==> src/rtl/esort_pkg.sv <==
// esort_pkg: shared constants and types for the exchange sort engine.
// Used by esort_ram and exchange_sort_engine; no dependencies.
`default_nettype none

package esort_pkg;

    localparam int MAX_ITEMS = 64;                    // element store depth
    localparam int DATA_W    = 32;                    // element width
    localparam int IDX_W     = $clog2(MAX_ITEMS);     // store address width
    localparam int CNT_W     = $clog2(MAX_ITEMS + 1); // fill count width

    // One write and one read access to the element store per cycle.
    typedef struct packed {
        logic              we;
        logic [IDX_W-1:0]  waddr;
        logic [DATA_W-1:0] wdata;
        logic [IDX_W-1:0]  raddr;
    } ram_req_t;

    typedef enum logic [7:0] {
        ST_FILL  = 8'b0000_0001,  // taking input transfers
        ST_LOADI = 8'b0000_0010,  // read element i
        ST_LATCH = 8'b0000_0100,  // hold element i, read i+1
        ST_SCAN  = 8'b0000_1000,  // compare/swap one j per cycle
        ST_STORE = 8'b0001_0000,  // write back position i
        ST_OREAD = 8'b0010_0000,  // read first sorted element
        ST_OLOAD = 8'b0100_0000,  // load output register
        ST_OHOLD = 8'b1000_0000   // wait for output transfer
    } state_t;

endpackage

`default_nettype wire

==> src/rtl/esort_ram.sv <==
// esort_ram: element store, one write port and one registered read port.
// Depends on esort_pkg.
`default_nettype none

module esort_ram (
    input  wire logic                         clk,
    input  wire esort_pkg::ram_req_t          req,
    output logic [esort_pkg::DATA_W-1:0]      rd_data
);

    logic [esort_pkg::DATA_W-1:0] mem [esort_pkg::MAX_ITEMS];

    always_ff @(posedge clk)
    begin
        if (req.we)
        begin
            mem[req.waddr] <= req.wdata;
        end
        rd_data <= mem[req.raddr];
    end

endmodule

`default_nettype wire

==> src/rtl/exchange_sort_engine.sv <==
// exchange_sort_engine: block sorter with one shared signed comparator.
// Depends on esort_pkg and esort_ram.
//
// The block collects signed 32-bit elements, one per input transfer, into a
// 64-entry store; the transfer with tlast closes the block. Elements beyond
// the store size are dropped and every result of that block carries
// m_axis_tuser = 1. The stored block is sorted ascending by exchange sort
// (each position i against every later j, swap when the later one is
// smaller) and then sent out one element per transfer, the final one with
// tlast. A block of a single stored element is not sorted. For n stored
// elements the sort makes n(n-1)/2 compares, one compare per cycle, all on
// the one shared comparator: the element at position i is held in a
// register and each later position is read once per pass from the single
// read port of the element store. Each result is read from the store only
// after the one before it has been taken. s_axis_tready is high only while
// a block is being collected; no input is taken during sort or output.
`default_nettype none

module exchange_sort_engine (
    input  wire logic                          clk,
    input  wire logic                          rst_n,
    // input stream
    input  wire logic                          s_axis_tvalid,
    output logic                               s_axis_tready,
    input  wire logic [esort_pkg::DATA_W-1:0]  s_axis_tdata,  // [31:0] value
    input  wire logic                          s_axis_tlast,  // last
    // result stream
    output logic                               m_axis_tvalid,
    input  wire logic                          m_axis_tready,
    output logic [esort_pkg::DATA_W-1:0]       m_axis_tdata,  // [31:0] sorted_value
    output logic                               m_axis_tlast,  // end_of_block
    output logic                               m_axis_tuser   // [0] overflowed
);

    localparam int IDX_W = esort_pkg::IDX_W;
    localparam int CNT_W = esort_pkg::CNT_W;

    esort_pkg::state_t   state_reg, state_next;
    logic [CNT_W-1:0]    fill_reg, fill_next;     // elements stored / block size
    logic                drop_reg, drop_next;     // block had dropped elements
    logic [IDX_W-1:0]    i_reg, i_next;           // outer position
    logic [IDX_W-1:0]    j_reg, j_next;           // position whose data is on rd_data
    logic [IDX_W-1:0]    k_reg, k_next;           // output position
    logic [esort_pkg::DATA_W-1:0] cur_reg, cur_next;  // running element at i
    logic                out_valid_reg, out_valid_next;
    logic [esort_pkg::DATA_W-1:0] out_data_reg, out_data_next;
    logic                out_last_reg, out_last_next;
    logic                out_ovf_reg, out_ovf_next;

    esort_pkg::ram_req_t          ram_req;
    logic [esort_pkg::DATA_W-1:0] rd_data;
    logic [CNT_W-1:0]             fill_after;
    logic                         in_xfer;
    logic                         swap;

    esort_ram u_ram (
        .clk     (clk),
        .req     (ram_req),
        .rd_data (rd_data)
    );

    assign in_xfer    = s_axis_tvalid && (state_reg == esort_pkg::ST_FILL);
    assign fill_after = (fill_reg < CNT_W'(esort_pkg::MAX_ITEMS)) ?
                        fill_reg + CNT_W'(1) : fill_reg;
    // the later element is smaller: it takes position i
    assign swap       = $signed(rd_data) < $signed(cur_reg);

    always_comb
    begin
        state_next     = state_reg;
        fill_next      = fill_reg;
        drop_next      = drop_reg;
        i_next         = i_reg;
        j_next         = j_reg;
        k_next         = k_reg;
        cur_next       = cur_reg;
        out_valid_next = out_valid_reg;
        out_data_next  = out_data_reg;
        out_last_next  = out_last_reg;
        out_ovf_next   = out_ovf_reg;
        ram_req.we     = 1'b0;
        ram_req.waddr  = i_reg;
        ram_req.wdata  = cur_reg;
        ram_req.raddr  = i_reg;

        unique case (state_reg)
            esort_pkg::ST_FILL:
            begin
                if (in_xfer)
                begin
                    if (fill_reg < CNT_W'(esort_pkg::MAX_ITEMS))
                    begin
                        ram_req.we    = 1'b1;
                        ram_req.waddr = fill_reg[IDX_W-1:0];
                        ram_req.wdata = s_axis_tdata;
                    end
                    else
                    begin
                        drop_next = 1'b1;
                    end
                    fill_next = fill_after;
                    if (s_axis_tlast)
                    begin
                        i_next = '0;
                        k_next = '0;
                        // a single element needs no sorting
                        if (fill_after == CNT_W'(1))
                        begin
                            state_next = esort_pkg::ST_OREAD;
                        end
                        else
                        begin
                            state_next = esort_pkg::ST_LOADI;
                        end
                    end
                end
            end

            esort_pkg::ST_LOADI:
            begin
                ram_req.raddr = i_reg;
                state_next    = esort_pkg::ST_LATCH;
            end

            esort_pkg::ST_LATCH:
            begin
                cur_next      = rd_data;
                ram_req.raddr = i_reg + IDX_W'(1);
                j_next        = i_reg + IDX_W'(1);
                state_next    = esort_pkg::ST_SCAN;
            end

            esort_pkg::ST_SCAN:
            begin
                if (swap)
                begin
                    ram_req.we    = 1'b1;
                    ram_req.waddr = j_reg;
                    ram_req.wdata = cur_reg;
                    cur_next      = rd_data;
                end
                if (({1'b0, j_reg} + CNT_W'(1)) < fill_reg)
                begin
                    ram_req.raddr = j_reg + IDX_W'(1);
                    j_next        = j_reg + IDX_W'(1);
                end
                else
                begin
                    state_next = esort_pkg::ST_STORE;
                end
            end

            esort_pkg::ST_STORE:
            begin
                // write back position i, fetch i+1 for the next pass
                ram_req.we    = 1'b1;
                ram_req.waddr = i_reg;
                ram_req.wdata = cur_reg;
                ram_req.raddr = i_reg + IDX_W'(1);
                i_next        = i_reg + IDX_W'(1);
                if (({1'b0, i_reg} + CNT_W'(2)) < fill_reg)
                begin
                    state_next = esort_pkg::ST_LATCH;
                end
                else
                begin
                    state_next = esort_pkg::ST_OREAD;
                end
            end

            esort_pkg::ST_OREAD:
            begin
                ram_req.raddr = k_reg;
                state_next    = esort_pkg::ST_OLOAD;
            end

            esort_pkg::ST_OLOAD:
            begin
                out_valid_next = 1'b1;
                out_data_next  = rd_data;
                out_last_next  = (({1'b0, k_reg} + CNT_W'(1)) == fill_reg);
                out_ovf_next   = drop_reg;
                state_next     = esort_pkg::ST_OHOLD;
            end

            esort_pkg::ST_OHOLD:
            begin
                if (m_axis_tready)
                begin
                    out_valid_next = 1'b0;
                    if (out_last_reg)
                    begin
                        fill_next  = '0;
                        drop_next  = 1'b0;
                        state_next = esort_pkg::ST_FILL;
                    end
                    else
                    begin
                        k_next        = k_reg + IDX_W'(1);
                        ram_req.raddr = k_reg + IDX_W'(1);
                        state_next    = esort_pkg::ST_OLOAD;
                    end
                end
            end

            default:
            begin
                out_valid_next = 1'b0;
                fill_next      = '0;
                drop_next      = 1'b0;
                state_next     = esort_pkg::ST_FILL;
            end
        endcase
    end

    always_ff @(posedge clk or negedge rst_n)
    begin
        if (!rst_n)
        begin
            state_reg     <= esort_pkg::ST_FILL;
            fill_reg      <= '0;
            drop_reg      <= 1'b0;
            i_reg         <= '0;
            j_reg         <= '0;
            k_reg         <= '0;
            out_valid_reg <= 1'b0;
        end
        else
        begin
            state_reg     <= state_next;
            fill_reg      <= fill_next;
            drop_reg      <= drop_next;
            i_reg         <= i_next;
            j_reg         <= j_next;
            k_reg         <= k_next;
            out_valid_reg <= out_valid_next;
        end
    end

    // payload, no reset
    always_ff @(posedge clk)
    begin
        cur_reg      <= cur_next;
        out_data_reg <= out_data_next;
        out_last_reg <= out_last_next;
        out_ovf_reg  <= out_ovf_next;
    end

    assign s_axis_tready = (state_reg == esort_pkg::ST_FILL);
    assign m_axis_tvalid = out_valid_reg;
    assign m_axis_tdata  = out_data_reg;
    assign m_axis_tlast  = out_last_reg;
    assign m_axis_tuser  = out_ovf_reg;

endmodule

`default_nettype wire

==> config.mk <==
export PLATFORM = sky130hd
export DESIGN_NAME = exchange_sort_engine
export DESIGN_NICKNAME = d
export VERILOG_FILES = /design/src/rtl/esort_pkg.sv /design/src/rtl/esort_ram.sv /design/src/rtl/exchange_sort_engine.sv
export SDC_FILE = /design/constraint.sdc
export NUM_CORES = 2
export LEC_CHECK = 0
export BUFFER_PORTS_ARGS = -buffer_cell sky130_fd_sc_hd__buf_2
export CORE_MARGIN = 3
export CORE_UTILIZATION = 60
export DETAILED_ROUTE_END_ITERATION = 8
export PLACE_DENSITY_LB_ADDON = 0.08
export SLEW_MARGIN = 20
export SYNTH_ARGS = -nofsm -noshare
export SYNTH_HDL_FRONTEND = slang
export SYNTH_HIERARCHICAL = 1
export SYNTH_SLANG_ARGS = --single-unit
==> constraint.sdc <==
create_clock -name clk -period 13 [get_ports clk]
set_input_delay 1.3 -clock clk [delete_from_list [all_inputs] [get_ports clk]]
set_output_delay 1.3 -clock clk [all_outputs]
set_load 0.01 [all_outputs]
==> results.md <==
- Status: finished clean
- Synth Area per Inst: 21.53 um^2
- PD cells: 186.3 nW/um^2
- Post-CTS Setup Bufs: 0
- PortBufs: 72
- Tightest hold margin: 0.4710 ns
- Crit-path max FO: 102
- Netlist cell types: 73
- Slowest CP cell: a221o_4
- Die area: 145400 um^2
- Core Util, Final: 68.04%
- Max Transition Viols Final: 0
- Largest register by flop count: u_ram/mem
- Die X: 381.3 um
- Largest net degree at the start of global routing: 110
- Ys Warns: 6
- Cell with the most instances after synthesis: edfxtp_1
- Aggregate global-route resource usage: 30.84%
- CTS buffer count: 209
- # IOs: 73
- Slew @ Worst Pin: 1.146 ns
- Initial Util: 60.48%
- Chip height: 381.3 um
- Area Growth Syn to Fin: 12.50%
- 1st-iter DRT viols: 5931
- Buf/Inv on CP: 2
- Vias per std cell: 6.866
- Non-Filler Instances: 6195
- Max Cap Violations: 0
- Final TNS setup: 0 ns
- P_leak: 0.02925 uW
- CTS Hold Buffers Added: 0
- Final Critical Period: 7.131 ns
- Initial DRT Pass Iterations: 6
- Post-synthesis cell area: 84490 um^2
- Drt drc: 0
- Fmax: 140.2 MHz
- Worst skew pair latency: 0.82 ns
- Slowest stage delay, CP: 0.90 ns
- Initial antenna violation count: 15
- CTS root buffer: clkbuf_16
- Post-synth EDFFs: 2114
- RSZ-0062 raised after global routing: no
- Area after DPL: 88140 um^2
- Period utilization: 54.85%
- Setup CP Type: reg2reg
- FF+latch count, synth: 2181
- Top-area cell type share of the netlist area: 75.13%
- Share of post-route cells with drive strength above 1: 27.40%
- Clk_skew: 0.02656 ns
- Drt wl/cell: 35.67 um
- Hold depth: 0
- Post-DP HPWL: 120600 um
- CP Cell Sequence: ha_1, nand3_1, xnor2_1, ha_1, o2111ai_1, a21oi_1, o31a_1, nor3_2, a221o_4, buf_12, buf_12, mux4_2, mux4_2, o22ai_1, nor2_1
- Clock sink count: 2181
- Fin nets: 4219
- CP Launch Type: register
- Critical Path RT: 13.66 ns
- Core area: 139700 um^2
- CTS clk-pin slew, worst paths: 0.06 ns
- Final hold vios: 0
- Crit path DAT: 7.79 ns
- WP depth: 15
- Asr flop ratio synth: 1.605%
- CTS tree: done
- Peak VDD IR: 0.0001434 V
- Final setup vio count: 0
- Most common flop cell mapped by yosys: edfxtp_1
- First-pass GRT wire length: 314300 um
- Vias: 42540
- Top cells by area, synth: edfxtp_1, mux4_2, mux2i_1, dfrtp_1, nor2_1
- Vias in the first global route: 42140
- Final wirelength: 221000 um
- Largest register FFs: 2048
- Syn Inst Count: 3924
- H-tree depth: 4
- ANT nets after route: 0
- Commonest cells post-synth: edfxtp_1, mux4_2, nor2_1
- Post-CTS resize count: 0
- CTS Buffer Depth: 3
- Rows: 137
- Routability cong.: 0.8776
- Design area: 95050 um^2
- Placed insts: 5799
- Crit end category: register
- Register area share after synthesis: 76.93%
- Hold/Removal Path Class: reg2reg
- Relative slew slack: 23.63%
- Global route overflow: 0
- Cell taking the most area after synthesis: edfxtp_1
- FF-to-FF path depth: 15
- Largest delay share family, worst path: compound AO/OA/AOI/OAI gates
- Post-synthesis net count: 4009
stage by stage:
step / power [uW] / worst slack [ns]
4_1_cts: 17750 / 5.970
6_report: 17710 / 5.870
3_5_place_dp: 11750 / 5.964
3_3_place_gp: 11690 / 5.936
2_1_floorplan: 10670 / 7.543
5_1_grt: 18240 / 5.352
layout by cell type, fill, tap and decap left out, types with 14 or more instances in the layout:
cell type	synthesis	layout
nor3_1	16	14
dfrtp_1	34	34
mux4_2	544	544
nor2_1	180	118
ha_1	48	48
inv_1	49	48
o21ai_4	0	31
edfxtp_1	2114	2114
clkbuf_16	0	213
a21oi_1	93	93
buf_4	25	126
buf_2	62	72
o221ai_1	32	32
nor2_4	0	62
mux2i_1	95	95
dfxtp_1	32	32
clkinv_1	0	39
bufinv_16	0	20
o22ai_1	87	87
nand3_1	23	23
o21ai_0	64	32
clkinv_2	0	43
nor2b_1	21	21
clkbuf_1	88	45
clkbuf_8	0	19
nand2_1	100	99
worst register-to-register path, cell delays in order (launching register included):
cell and delay [ns]:
dfrtp_1 0.51, ha_1 0.26, nand3_1 0.11, xnor2_1 0.27, ha_1 0.31, o2111ai_1 0.12
a21oi_1 0.07, o31a_1 0.33, nor3_2 0.54, a221o_4 0.90, buf_12 0.73, buf_12 0.74
mux4_2 0.73, mux4_2 0.54, o22ai_1 0.71, nor2_1 0.12
cells by family after synthesis:
| logic type | Yosys count | share of synthesized area (%) |
|---|---|---|
| buf+inv | 255 | 1.422 |
| mux | 645 | 15.71 |
| compound gates | 352 | 2.689 |
| simple gates | 420 | 2.306 |
| flops | 2181 | 76.93 |
| xor+xnor | 23 | 0.2384 |
| fa+ha+maj | 48 | 0.7108 |
power breakdown:
part           switching, uW  leakage, uW  total, uW  internal, uW
Combinational           1910      0.00605       2730           822
Clock                   2570      0.00340       6080          3510
Sequential               197       0.0198       8910          8710
final timing paths:
kind	from	end	slack, ns
min in group asynchronous	rst_n	m_axis_tvalid$_DFFE_PN0P_	0.60
hold / removal	drop_reg$_DFFE_PN0P_	m_axis_tuser$_DFFE_PP_	0.47
setup / recovery	j_reg[0]$_DFFE_PN0P_	u_ram/rd_data[11]$_DFF_P_	5.87
max in group asynchronous	rst_n	i_reg[4]$_DFFE_PN0P_	11.87
setup reg to reg	j_reg[0]$_DFFE_PN0P_	u_ram/rd_data[11]$_DFF_P_	5.87
hold reg to reg	drop_reg$_DFFE_PN0P_	m_axis_tuser$_DFFE_PP_	0.47
cell type report:
| type | count | area (um^2) |
|---|---|---|
| fill | 8719 | 44650 |
| timing repair buffer | 204 | 1426 |
| multi-input combinational | 1488 | 19170 |
| inverter | 50 | 200.2 |
| clock buffer | 277 | 5761 |
| sequential | 2181 | 65000 |
| clock inverter | 117 | 1144 |
| antenna | 2 | 5.005 |
| tap | 1876 | 2347 |
layer usage:
layer	track usage, %	wire (um)
met4	10.01	7834
met1	45.35	85140
met5	0	13
met2	47.56	104700
met3	6.171	23280
Note: power is estimated with default switching activity, not from simulation.
